--- config.mk ---
export PLATFORM = sky130hd
export DESIGN_NAME = ecg_r_peak_detector_core
export DESIGN_NICKNAME = d
export VERILOG_FILES = /design/src/hw/rtl/ecgr_pkg.sv /design/src/hw/rtl/ecgr_blend.sv /design/src/hw/rtl/ecg_r_peak_detector_core.sv
export SDC_FILE = /design/constraint.sdc
export NUM_CORES = 2
export LEC_CHECK = 0
export ABC_AREA = 0
export BUFFER_PORTS_ARGS = -buffer_cell sky130_fd_sc_hd__buf_4
export CAP_MARGIN = 20
export CORE_MARGIN = 1
export CORE_UTILIZATION = 40
export CTS_BUF_LIST = sky130_fd_sc_hd__clkbuf_8
export CTS_CLUSTER_DIAMETER = 40
export CTS_CLUSTER_SIZE = 28
export DETAILED_ROUTE_END_ITERATION = 7
export GPL_TIMING_DRIVEN = 0
export HOLD_SLACK_MARGIN = 0.12
export PLACE_DENSITY = 0.55
export SYNTH_ARGS = -nofsm -noshare
export SYNTH_HDL_FRONTEND = slang
export SYNTH_HIERARCHICAL = 1
export SYNTH_SLANG_ARGS = --single-unit
--- constraint.sdc ---
create_clock -name clk -period 8.89 [get_ports clk]
set_input_delay 0.889 -clock clk [delete_from_list [all_inputs] [get_ports clk]]
set_output_delay 0.889 -clock clk [all_outputs]
set_load 0.005 [all_outputs]
--- src/hw/rtl/ecgr_pkg.sv ---
`default_nettype none
// ----------------------------------------------------------------------------
// ecgr_pkg: shared types and constants for the R-peak detector
// Register indexes, defaults and field widths.
// ----------------------------------------------------------------------------
package ecgr_pkg;
  localparam int WindowLenDef  = 54;
  localparam int SampleBitsDef = 16;
  localparam int ValW = 36;
  localparam int AgeW = 8;
  localparam int DistW = 10;
  localparam int LrW = 16;

  typedef enum logic [1:0] {
    REG_LEVEL_GAIN    = 2'd0,
    REG_MIN_HEIGHT    = 2'd1,
    REG_MIN_DISTANCE  = 2'd2,
    REG_UNUSED        = 2'd3
  } reg_idx_t;

  typedef enum logic [2:0] {
    ST_IDLE, ST_SQUARE, ST_DIVIDE, ST_DECIDE, ST_BLEND_SIG, ST_BLEND_NOISE, ST_THRESH, ST_OUT
  } state_t;
endpackage
`default_nettype wire

--- src/hw/rtl/ecgr_blend.sv ---
`default_nettype none
// ----------------------------------------------------------------------------
// ecgr_blend: serial level update
// Computes (lr*x + (65536-lr)*level) >> 16, one multiplier bit per cycle.
// ----------------------------------------------------------------------------
module ecgr_blend (
  input  wire logic                  clk,
  input  wire logic                  rst,
  input  wire logic                  start,
  input  wire logic [15:0]           lr,
  input  wire logic [ecgr_pkg::ValW-1:0] x,
  input  wire logic [ecgr_pkg::ValW-1:0] level,
  output logic                       busy,
  output logic [ecgr_pkg::ValW-1:0]  result
);
  import ecgr_pkg::*;

  logic [16:0] wa;
  logic [16:0] wb;
  logic [ValW-1:0] xa;
  logic [ValW-1:0] xb;
  logic [ValW+17:0] acc;
  logic [4:0] cnt;

  // Shift-add over 17 weight bits, LSB first; accumulator shifts right
  always_ff @(posedge clk) begin
    if (rst) begin
      busy <= 1'b0;
      cnt  <= '0;
    end else if (start) begin
      busy <= 1'b1;
      cnt  <= '0;
      wa   <= {1'b0, lr};
      wb   <= 17'h10000 - {1'b0, lr};
      xa   <= x;
      xb   <= level;
      acc  <= '0;
    end else if (busy) begin
      acc <= ({1'b0, acc[ValW+17:1]} +
              ({{18{1'b0}}, (wa[0] ? xa : '0)} << 17) +
              ({{18{1'b0}}, (wb[0] ? xb : '0)} << 17));
      wa  <= wa >> 1;
      wb  <= wb >> 1;
      cnt <= cnt + 5'd1;
      if (cnt == 5'd16) busy <= 1'b0;
    end
  end

  assign result = acc[ValW+16:17];
endmodule
`default_nettype wire

--- src/hw/rtl/ecg_r_peak_detector_core.sv ---
`default_nettype none
// ----------------------------------------------------------------------------
// ecg_r_peak_detector_core: Pan-Tompkins style R-peak detector
// Derivative, squared moving-window integral, adaptive threshold.
// ----------------------------------------------------------------------------
// channel   dir  handshake                 payload
// sample    in   sample_valid/sample_ready sample
// result    out  result_valid/result_ready integrated threshold peak_found ...
// cfg       in   cfg_valid/cfg_ready       cfg_index cfg_data
// A sample passes from its transfer to result_valid through a 2-bit serial
// square, a restoring divide by the window length, a decide state, two serial
// blends (each skipped when not needed), a threshold and an output state.
// Reset clears control and the window store valid bits.
// A stalled result holds in the output register; the next sample is taken
// and processed, then waits in the output stage until the register is free.
// ----------------------------------------------------------------------------
module ecg_r_peak_detector_core #(
  parameter int WINDOW_LEN  = ecgr_pkg::WindowLenDef,
  parameter int SAMPLE_BITS = ecgr_pkg::SampleBitsDef
) (
  input  wire logic                         clk,
  input  wire logic                         rst,
  input  wire logic                         sample_valid,
  output logic                              sample_ready,
  input  wire logic signed [SAMPLE_BITS-1:0] sample,
  output logic                              result_valid,
  input  wire logic                         result_ready,
  output logic [ecgr_pkg::ValW-1:0]         integrated,
  output logic [ecgr_pkg::ValW-1:0]         threshold,
  output logic                              peak_found,
  output logic [ecgr_pkg::AgeW-1:0]         peak_age,
  output logic [ecgr_pkg::ValW-1:0]         peak_height,
  input  wire logic                         cfg_valid,
  output logic                              cfg_ready,
  input  wire logic [1:0]                   cfg_index,
  input  wire logic [ecgr_pkg::ValW-1:0]    cfg_data
);
  import ecgr_pkg::*;

  localparam int DW   = SAMPLE_BITS + 3;       // derivative width
  localparam int MW   = DW - 1;                // magnitude width
  localparam int SQW  = 2 * MW;                // full square width
  localparam int SLW  = $clog2(WINDOW_LEN);
  localparam int SUMW = ValW + 8;              // window sum width
  localparam int DCW  = $clog2(SUMW + 1);
  localparam logic [ValW-1:0] MAX36 = {ValW{1'b1}};

  // Configuration
  logic [LrW-1:0]   lvl_gain;
  logic [ValW-1:0]  height_floor;
  logic [DistW-1:0] refract_dist;

  // State
  logic signed [SAMPLE_BITS-1:0] dl0, dl1, dl2, dl3;
  logic [ValW-1:0] wstore [WINDOW_LEN];
  logic [WINDOW_LEN-1:0] wvalid;
  logic [SLW-1:0] slot;
  logic [SUMW-1:0] wsum;
  logic [ValW-1:0] best_height, signal_level, noise_level, low_threshold;
  logic cand_valid;
  logic [AgeW-1:0] cand_age;
  logic [DistW-1:0] since_last;

  // Work registers
  state_t state, state_next;
  logic [SQW-1:0] mcand;
  logic [MW-1:0] mplier;
  logic [SQW-1:0] sq_acc;
  logic [DCW-1:0] cnt;
  logic [SUMW-1:0] dquo;
  logic [SUMW-1:0] drem;
  logic [ValW-1:0] old_thr, old_entry;
  logic found;
  logic do_noise;
  logic [AgeW-1:0] pk_age;
  logic [ValW-1:0] pk_height;

  logic blend_start, blend_busy;
  logic [ValW-1:0] bx, blev, bres;

  ecgr_blend u_blend (
    .clk(clk), .rst(rst), .start(blend_start), .lr(lvl_gain),
    .x(bx), .level(blev), .busy(blend_busy), .result(bres)
  );

  // Derivative of the new sample and its magnitude
  logic signed [DW-1:0] deriv;
  logic [MW-1:0] dmag;
  assign deriv = (DW'(sample) <<< 1) + DW'(dl0) - DW'(dl2) - (DW'(dl3) <<< 1);
  assign dmag  = deriv[DW-1] ? MW'(-deriv) : MW'(deriv);

  // Saturated square
  logic [ValW-1:0] sq;
  always_comb begin
    if (SQW > ValW && (sq_acc >> ValW) != '0) sq = MAX36;
    else sq = ValW'(sq_acc);
  end

  // Saturated integral from the final quotient
  logic [ValW-1:0] integ;
  assign integ = ((dquo >> ValW) != '0) ? MAX36 : dquo[ValW-1:0];

  // Threshold from the current levels
  logic [ValW+2:0] thr_sum;
  logic [ValW-1:0] thr_next;
  assign thr_sum  = (ValW+3)'({noise_level, 1'b0}) + (ValW+3)'(noise_level) +
                    (ValW+3)'(signal_level);
  assign thr_next = thr_sum[ValW+2:3];

  logic out_free;
  assign out_free = !result_valid || result_ready;

  assign sample_ready = (state == ST_IDLE);
  assign cfg_ready    = (state == ST_IDLE) && !result_valid;

  // Restoring division step
  logic [SUMW:0] dtrial;
  assign dtrial = {drem[SUMW-1:0], dquo[SUMW-1]} - (SUMW+1)'(WINDOW_LEN);

  // Next state
  always_comb begin
    state_next = state;
    unique case (state)
      ST_IDLE:        if (sample_valid && sample_ready) state_next = ST_SQUARE;
      ST_SQUARE:      if (mplier == '0) state_next = ST_DIVIDE;
      ST_DIVIDE:      if (cnt == DCW'(SUMW - 1)) state_next = ST_DECIDE;
      ST_DECIDE:      state_next = ST_BLEND_SIG;
      ST_BLEND_SIG:   if (!blend_busy) state_next = ST_BLEND_NOISE;
      ST_BLEND_NOISE: if (!blend_busy) state_next = ST_THRESH;
      ST_THRESH:      if (!blend_busy) state_next = ST_OUT;
      ST_OUT:         if (out_free) state_next = ST_IDLE;
      default:        state_next = ST_IDLE;
    endcase
  end

  // Decision logic for one sample
  logic [DistW-1:0] since_inc;
  logic [AgeW-1:0] age_inc;
  logic take, confirm, accept_pk;
  always_comb begin
    since_inc = (since_last == '1) ? since_last : since_last + 1'b1;
    age_inc   = (cand_valid && cand_age != '1) ? cand_age + 1'b1 : cand_age;
    take      = integ > old_thr && integ > best_height && since_inc >= refract_dist;
    confirm   = !take && cand_valid &&
                (integ < old_thr || 32'(age_inc) > 32'(WINDOW_LEN) || age_inc == '1);
    accept_pk = confirm && best_height > height_floor;
  end

  // Blend unit control
  always_comb begin
    blend_start = 1'b0;
    bx   = integ;
    blev = noise_level;
    unique case (state)
      ST_DECIDE: begin
        blend_start = accept_pk;
        bx   = best_height;
        blev = signal_level;
      end
      ST_BLEND_SIG: blend_start = !blend_busy && do_noise;
      default: ;
    endcase
  end

  always_ff @(posedge clk) begin
    if (rst) begin
      state <= ST_IDLE;
      lvl_gain <= LrW'(8192);
      height_floor <= ValW'(1);
      refract_dist <= DistW'(200);
      dl0 <= '0; dl1 <= '0; dl2 <= '0; dl3 <= '0;
      wvalid <= '0;
      slot <= '0;
      wsum <= '0;
      best_height <= '0;
      cand_valid <= 1'b0;
      cand_age <= '0;
      since_last <= '0;
      signal_level <= '0;
      noise_level <= '0;
      low_threshold <= '0;
      result_valid <= 1'b0;
    end else begin
      state <= state_next;
      if (cfg_valid && cfg_ready) begin
        unique case (reg_idx_t'(cfg_index))
          REG_LEVEL_GAIN:   lvl_gain <= cfg_data[LrW-1:0];
          REG_MIN_HEIGHT:   height_floor <= cfg_data;
          REG_MIN_DISTANCE: refract_dist <= cfg_data[DistW-1:0];
          default: ;
        endcase
      end
      unique case (state)
        ST_IDLE: if (sample_valid && sample_ready) begin
          mcand  <= SQW'(dmag);
          mplier <= dmag;
          sq_acc <= '0;
          dl0 <= sample; dl1 <= dl0; dl2 <= dl1; dl3 <= dl2;
          old_entry <= wvalid[slot] ? wstore[slot] : '0;
          old_thr <= low_threshold;
        end
        ST_SQUARE: begin
          // two multiplier bits per cycle, multiplicand shifts left
          if (mplier != '0) begin
            sq_acc <= sq_acc + (mplier[0] ? mcand : '0) +
                      (mplier[1] ? {mcand[SQW-2:0], 1'b0} : '0);
            mcand  <= mcand << 2;
            mplier <= mplier >> 2;
          end else begin
            wstore[slot] <= sq;
            wvalid[slot] <= 1'b1;
            slot <= (32'(slot) + 1 >= WINDOW_LEN) ? '0 : slot + 1'b1;
            dquo <= wsum - SUMW'(old_entry) + SUMW'(sq);
            wsum <= wsum - SUMW'(old_entry) + SUMW'(sq);
            drem <= '0;
            cnt  <= '0;
          end
        end
        ST_DIVIDE: begin
          if (!dtrial[SUMW]) begin
            drem <= dtrial[SUMW-1:0];
            dquo <= {dquo[SUMW-2:0], 1'b1};
          end else begin
            drem <= {drem[SUMW-2:0], dquo[SUMW-1]};
            dquo <= {dquo[SUMW-2:0], 1'b0};
          end
          cnt <= cnt + 1'b1;
        end
        default: ;
      endcase
      if (state == ST_DECIDE) begin
        found <= accept_pk;
        pk_age <= accept_pk ? age_inc : '0;
        pk_height <= accept_pk ? best_height : '0;
        since_last <= accept_pk ? DistW'(age_inc) + 1'b1 : since_inc;
        if (take) begin
          best_height <= integ;
          cand_valid <= 1'b1;
          cand_age <= '0;
        end else if (confirm) begin
          best_height <= '0;
          cand_valid <= 1'b0;
          cand_age <= '0;
        end else begin
          cand_age <= age_inc;
        end
        do_noise <= integ <= old_thr;
      end
      if (state == ST_BLEND_SIG && !blend_busy && found) signal_level <= bres;
      if (state == ST_THRESH && !blend_busy) begin
        if (do_noise) noise_level <= bres;
      end
      // Output register: load when free or drained this cycle
      if (state == ST_OUT && out_free) begin
        low_threshold <= thr_next;
        integrated <= integ;
        threshold <= thr_next;
        peak_found <= found;
        peak_age <= pk_age;
        peak_height <= pk_height;
        result_valid <= 1'b1;
      end else if (result_ready) begin
        result_valid <= 1'b0;
      end
    end
  end

  assert property (@(posedge clk) disable iff (rst)
    result_valid && !result_ready |=> result_valid && $stable(integrated))
    else $error("result dropped while stalled");
  assert property (@(posedge clk) disable iff (rst)
    sample_valid && sample_ready |=> !sample_ready)
    else $error("sample taken while busy");
  assert property (@(posedge clk) disable iff (rst)
    peak_found && result_valid |-> peak_height > height_floor)
    else $error("peak below minimum height");
  assert property (@(posedge clk) disable iff (rst)
    32'(slot) < WINDOW_LEN)
    else $error("window slot out of range");
endmodule
`default_nettype wire
# [After elaboration in Yosys (flattened, before gate mapping)]
# Memory sizes are Yosys's and may differ from the RTL's. A register that Yosys moved wholly into a read port is not among the register bits.
# Index checks and enable logic that the tools add are counted.
[totals] register_bits=945 ramBits=1944 input_bits=59 output_inout_bits=120 wordCells=210 n_memories=1
[memory_table] name="wstore" depth=54 word_bits=36 read_ports=1 rd_clocked_by_memory_dff=1 write_ports=1 line="ecg_r_peak_detector_core.sv:55" rtl="logic [ValW-1:0] wstore [WINDOW_LEN];"
[classes] addsub=21 n_lt_le_gt_ge=10 eq_ne=23 mux=62 n_bitwise=3 reduce_logical=48
[ops] operator="2-to-1 mux 36 bit" n=13
[ops] operator="one-hot mux 44 bit (2 select lines)" n=2
[ops] operator="one-hot mux 36 bit (2 select lines)" n=2
[ops] operator="2-to-1 mux 44 bit" n=3
[ops] operator="> comparator 36 bit" n=3
[ops] operator="adder 36 bit" n=2
[ops] operator="adder 53 x 53 -> 54 bit" n=1
[ops] operator="adder 54 x 53 -> 54 bit" n=1
[ops] operator="2-to-1 mux 18 bit" n=3
[ops] operator="2-to-1 mux 54 bit" n=1
[ops] operator="OR 54 bit" n=1
[ops] operator="subtractor 45 x 6 -> 45 bit, second input constant" n=1
[ops] operator="adder 44 x 36 -> 44 bit" n=1
[ops] operator="nonzero test 44 bit" n=1
[ops] operator="subtractor 44 x 36 -> 44 bit" n=1
[ops] operator="adder 38 x 36 -> 39 bit" n=1
[ops] operator="adder 37 x 36 -> 38 bit" n=1
[ops] operator="less-or-equal comparator 36 bit" n=1
[ops] operator="< comparator 36 bit" n=1
[ops] operator="one-hot mux 18 bit (2 select lines)" n=1
[ops] operator="2-to-1 mux 17 bit" n=2
[ops] operator="2-to-1 mux 16 bit" n=2
[ops] operator="2-to-1 mux 8 bit" n=3
[ops] operator="one-hot mux 3 bit (8 select lines)" n=1
[ops] operator="50 further kinds" n=118

# [Longest topological paths before layout]
[logic_depth] depth_word=12 depth_mapped=22

# [Modules after synthesis]
# The synthesis kept the hierarchy.
[by_module_without_submodules] module="ecg_r_peak_detector_core" n_inst=1 cells_each=8606 area_per_inst_um2=115809.8
[by_module_without_submodules] module="ecgr_blend" n_inst=1 cells_each=829 area_per_inst_um2=9004.9

# [Least setup slack after synthesis]
# No wires, ideal clock.
[synth_timing] kind="input-to-reg" from="input port rst" to="register cnt[0] (netlist name)" setup_time_ns=0.662 arrival_time_ns=7.911 t_required_ns=8.228 slack_ns=0.317 cell_stages=4 n_path_buf=3 cell_sequence="clkbuf_1 clkbuf_1 clkbuf_1 nor3_1"
[synth_lines] element="from (decl)" line="ecg_r_peak_detector_core.sv:22" rtl="input wire logic rst,"

# [Final worst setup path]
[layout_timing] from="register dquo[36]" to="register u_blend.wa[1], enable pin"
[layout_via] elab_chain_len=12
[layout_lines] element="from (decl)" line="ecg_r_peak_detector_core.sv:70" rtl="logic [SUMW-1:0] dquo;"
[layout_lines] element="from (signal assigned)" line="ecg_r_peak_detector_core.sv:213" rtl="dquo <= wsum - SUMW'(old_entry) + SUMW'(sq);"
[layout_lines] element="from (signal assigned)" line="ecg_r_peak_detector_core.sv:222" rtl="dquo <= {dquo[SUMW-2:0], 1'b1};"
[layout_lines] element="from (signal assigned)" line="ecg_r_peak_detector_core.sv:225" rtl="dquo <= {dquo[SUMW-2:0], 1'b0};"
[layout_lines] element="nonzero test 44 bit (*)" line="ecg_r_peak_detector_core.sv:101" rtl="assign integ = ((dquo >> ValW) != '0) ? MAX36 : dquo[ValW-1:0];"
[layout_lines] element="2-to-1 mux 36 bit (*)" line="ecg_r_peak_detector_core.sv:101"
[layout_lines] element="net integ[5]" line="ecg_r_peak_detector_core.sv:100" rtl="logic [ValW-1:0] integ;"
[layout_lines] element="> comparator 36 bit" line="ecg_r_peak_detector_core.sv:143" rtl="take = integ > old_thr && integ > best_height && since_inc >= refract_dist;"
[layout_lines] element="logical AND 1 bit (2 in a row)" line="ecg_r_peak_detector_core.sv:143"
[layout_lines] element="zero test 1 bit" line="ecg_r_peak_detector_core.sv:144" rtl="confirm = !take && cand_valid &&"
[layout_lines] element="logical AND 1 bit" line="ecg_r_peak_detector_core.sv:144"
[layout_lines] element="logical AND 1 bit (*)" line="ecg_r_peak_detector_core.sv:144"
[layout_lines] element="logical AND 1 bit (*)" line="ecg_r_peak_detector_core.sv:146" rtl="accept_pk = confirm && best_height > height_floor;"
[layout_lines] element="one-hot mux 1 bit (2 select lines) (*)" line="ecg_r_peak_detector_core.sv:154" rtl="unique case (state)"
[layout_lines] element="net blend_start" line="ecg_r_peak_detector_core.sv:78" rtl="logic blend_start, blend_busy;"
[layout_lines] element="nonzero test 2 bit (no line) (*)"
[layout_lines] element="AND reduction 2 bit (no line) (*)"
[layout_lines] element="to (signal assigned)" line="ecgr_blend.sv:33" rtl="wa <= {1'b0, lr};"
[layout_lines] element="to (signal assigned)" line="ecgr_blend.sv:42" rtl="wa <= wa >> 1;"
[layout_lines] element="to (decl)" line="ecgr_blend.sv:18" rtl="logic [16:0] wa;"
# The timed path passes the listed nets; every way through them passes the cells marked *.
# A chain may end at the register's enable or synchronous reset.

==> impl_results.md <==
- Status: finished clean
- Core area: 310000 um2
- Final Total Pwr: 0.0391 W
- Fin. Hold Viols: 0
- # clock sinks: 2905
- Post-Syn Area: 125000 um2
- Synth-to-Final Area Change: 18.5%
- DRT Wirelength: 504000 um
- Rows: 204
- FF-to-FF Start: dquo[36]$_DFFE_PP_
- Worst vdd ir: 0.000169 V
- Crit path max fanout: 33
- Pwr dens: 265 nW/um2
- Clock-pin slew on the worst setup and hold paths: 0.08 ns
- Ranking of synthesized cells by area: edfxtp_1 (60%), dfxtp_1 (6.4%), a22oi_1 (3.3%)
- Worst Setup End Kind: flip-flop
- Ys flop type: edfxtp_1
- Share of the synthesized area in the top cell type: 60.2%
- Final instance count without filler cells: 14877
- Yosys top cell by area: edfxtp_1
- Hold path startpoint: cfg_index[0]
- RSZ-0062 raised after global routing: no
- Mapped Cells: 9435
- Final Skew: 0.127 ns
- Critical Path RT: 9.62 ns
- Routed vias: 90855
- FF+latch count, synth: ~2900
- Gr usage total: 31.3%
- First-pass GRT wire length: 685000 um
- Worst Hold Depth: 4
- Syn Area/Cell: 13.2 um2
- CP Launch Type: flip-flop
- CP Launch Point: dquo[36]$_DFFE_PP_
- Slew Limit Headroom: 5.35%
- Final min period: 8.38 ns
- Fmax: 0.119 GHz
- Share of cells above drive strength 1: 14.3%
- Via-to-Cell Ratio: approximately 6.1
- Num ports: 179
- ANT nets after route: 0
- Die W: 561 um
- Post-CTS Repair Setup Buffers: 0
- Post-synthesis sequential area ratio: 66.7%
- Final Max Slew Viols: 0
- Max Root-Sink Buffers: 4
- Hold endpoint: lvl_gain[15]$_SDFFE_PP0P_
- Syn_nets: 9973
- Grt ovf: 0
- Port Buffers: between 150 and 200
- # H-tree levels: 5
- Tcrit/Tclk final: ~94%
- RD Place Congestion: 0.971
- CTS tree: built
- Final #Nets: 10927
- Total CTS buffers: between 400 and 500
- Die area: 314000 um2
- R2R setup slack: a little over 0.5 ns
- Synth warnings: 6
- Asr flop ratio synth: 0%
- WP data arrival: 9.11 ns
- # DRC: 0
- Buffers & Inverters on Critical Path: 7
- Worst min-delay path category: input port to flip-flop
- Drt initial violations: ~13000
- Starting Density: between 40% and 50%
- Drt first pass iters: 7
- Synth unique cells: 109
- Max incr delay on CP: 0.58 ns
- Worst path slowest cell: o21ai_1
- Placed cell count: 14042
- Final setup viols: 0
- Wire per inst: 33.9 um
- Critical path's top delay family: compound AO/OA/AOI/OAI gates
- Number of synthesized flops with an enable pin: 2503
- Max Cap Viol: 0
- Worst r2r dst: u_blend/wa[1]$_DFFE_PP_
- Hold WS: 0.242 ns
- Largest net degree at the start of global routing: 37
- Die height: 561 um
- Number of fill cells: 27175
- Detailed Place HPWL: 363000 um
- Root Driver: clkbuf_8
- Crit path kind: flip-flop to flip-flop
- Crit path cell chain: nor4_1, nand2_1, clkbuf_1, nor2_1, inv_1, ha_1, a21o_1, a21o_1, a21oi_1, o21ai_0, a211oi_2, o21ai_1, a31oi_1, nand2_1, a31oi_4, nand2_2, o21ai_1, buf_6, clkbuf_1, clkbuf_4, nor2_1, nor2_4, buf_16, buf_12
- Vias in the first global route: 86411
- Worst slew pin tran: 1.40 ns
- Leakage: between 50 and 60 nW
- Clock latency on the worst-skew pair: about 1.2 ns
- Antenna violations before repair: 36
- R2R cell count: 24
metal layers:
metal / track usage, % / share of wire [%] / routed length (um) / vias up
met5: 0.120 / 0.027 / 135 / -
met4: 21.9 / 8.5 / 42600 / 14
met3: 7.67 / 11 / 57900 / 1561
met2: 47.9 / 44 / 221000 / 6338
met1: 38.9 / 36 / 183000 / 45504
li1: - / - / - / 37438
cell usage in the layout (no fill, tap or decap), types with 45 or more instances in the layout:
cell	Yosys	final
ha_1	303	303
a21oi_1	558	557
nor2_1	548	491
mux2_2	90	90
a221oi_1	202	202
a21o_1	175	175
buf_16	0	102
xor2_1	91	91
nand4_1	149	149
dfxtp_1	402	402
clkbuf_8	0	419
xnor2_1	124	124
edfxtp_1	2503	2503
buf_4	40	236
o211ai_1	65	65
and2_1	109	109
a22oi_1	548	548
o21ai_0	191	191
nand2_1	1015	1015
nand3_1	132	132
buf_1	70	61
a31oi_1	83	83
dlygate4sd3_1	0	53
inv_6	0	56
clkinv_1	1	45
nor3_1	84	81
mux2i_1	48	48
nor2b_1	54	53
a22o_1	153	153
a211oi_1	49	48
buf_2	70	80
clkbuf_1	352	336
nor2_4	1	56
buf_12	0	104
inv_1	534	569
clkinvlp_4	0	48
buf_8	0	64
fa_1	176	176
through the flow:
| step | utilization (%) | cell area, um2 | setup TNS, ns | worst slack [ns] |
|---|---|---|---|---|
| 3_5_place_dp | 44.6 | 138000 | -0.739 | -0.0259 |
| 3_3_place_gp | 42.4 | 131000 | -2252.86 | -5.84 |
| 6_report | 47.8 | 148000 | 0 | 0.506 |
| 2_1_floorplan | - | 125000 | 0 | 0.317 |
| 4_1_cts | 47.8 | 148000 | 0 | 0.274 |
| 5_1_grt | 47.8 | 148000 | 0 | 0.119 |
synth_stat cells (109+ instances only):
| library cell | number |
|---|---|
| a21o_1 | 175 |
| a21oi_1 | 558 |
| a221oi_1 | 202 |
| a22o_1 | 153 |
| a22oi_1 | 548 |
| and2_1 | 109 |
| clkbuf_1 | 352 |
| dfxtp_1 | 402 |
| edfxtp_1 | 2503 |
| fa_1 | 176 |
| ha_1 | 303 |
| inv_1 | 534 |
| nand2_1 | 1015 |
| nand3_1 | 132 |
| nand4_1 | 149 |
| nor2_1 | 548 |
| o21ai_0 | 191 |
| xnor2_1 | 124 |
where the power goes:
group / leakage [nW] / switching, W / internal (W)
Sequential: 25.9 / 0.000649 / 0.0167
Clock: 4.73 / 0.00603 / 0.00595
Combinational: 20.8 / 0.00612 / 0.00366
Total: 51.4 / 0.0128 / 0.0263
what timing repair did:
item                                    in CTS  in global routing
endpoints found under the setup margin      33                 33
hold endpoints to repair                    79                  0
cloned                                       1                  0
hold buffers                                53                  0
pin swaps                                    1                  0
gates resized for setup                      1                  2
flip-flops by register name, indices dropped and copies added (netlist names), 37 cells and up:
register / count
wsum: 44
u_blend/acc: 37
wstore: 1944
wvalid: 54
drem: 44
dquo: 44
how the worst max path moves through the flow:
stage,slack (ns),depth (start not counted),endpoint
after detailed placement,-0.03,24,u_blend/wa[0]$_DFFE_PP_
after floorplan,0.32,4,cnt[0]$_SDFFCE_PN0P_
after CTS,0.27,24,u_blend/wb[0]$_DFFE_PP_
final,0.51,24,u_blend/wa[1]$_DFFE_PP_
after global placement,-5.84,5,wstore[8][34]$_DFFE_PP_
after global routing,0.12,24,u_blend/wa[1]$_DFFE_PP_
worst register-to-register path: stages, from the launching register on:
cell	delay, ns
edfxtp_1	0.39
nor4_1	0.34
nand2_1	0.35
clkbuf_1	0.36
nor2_1	0.43
inv_1	0.28
ha_1	0.36
a21o_1	0.16
a21o_1	0.17
a21oi_1	0.16
o21ai_0	0.15
a211oi_2	0.51
o21ai_1	0.25
a31oi_1	0.31
nand2_1	0.17
a31oi_4	0.34
nand2_2	0.31
o21ai_1	0.59
buf_6	0.22
clkbuf_1	0.40
clkbuf_4	0.50
nor2_1	0.25
nor2_4	0.53
buf_16	0.24
buf_12	0.22
kinds of logic after synthesis:
| kind of cell | count (synthesis) | share of synthesized area (%) |
|---|---|---|
| flip-flops | 2905 | 66.7 |
| AO/OA/AOI/OAI | 2323 | 12.9 |
| AND/OR/NAND/NOR | 2297 | 8.30 |
| buffers and inverters | 1070 | 3.41 |
| adder cells (fa/ha/maj) | 479 | 5.86 |
| XOR/XNOR | 215 | 1.51 |
| multiplexers | 145 | 1.30 |
| other | 1 | 0.00300 |
area by class of cell:
cell class                      instances  area [um2]  area share [%]
Sequential cell                      2905       83200            56.3
Multi-Input combinational cell       5461       37800            25.6
Timing Repair Buffer                  543        8110            5.48
Clock buffer                          419        5770            3.90
Tap cell                             4120        5150            3.49
Clock inverter                        348        3530            2.39
Buffer                                533        2280            1.54
Inverter                              537        2020            1.36
Antenna cell                           11        27.5          0.0186
No activity file was read; power rests on OpenSTA's default activity.
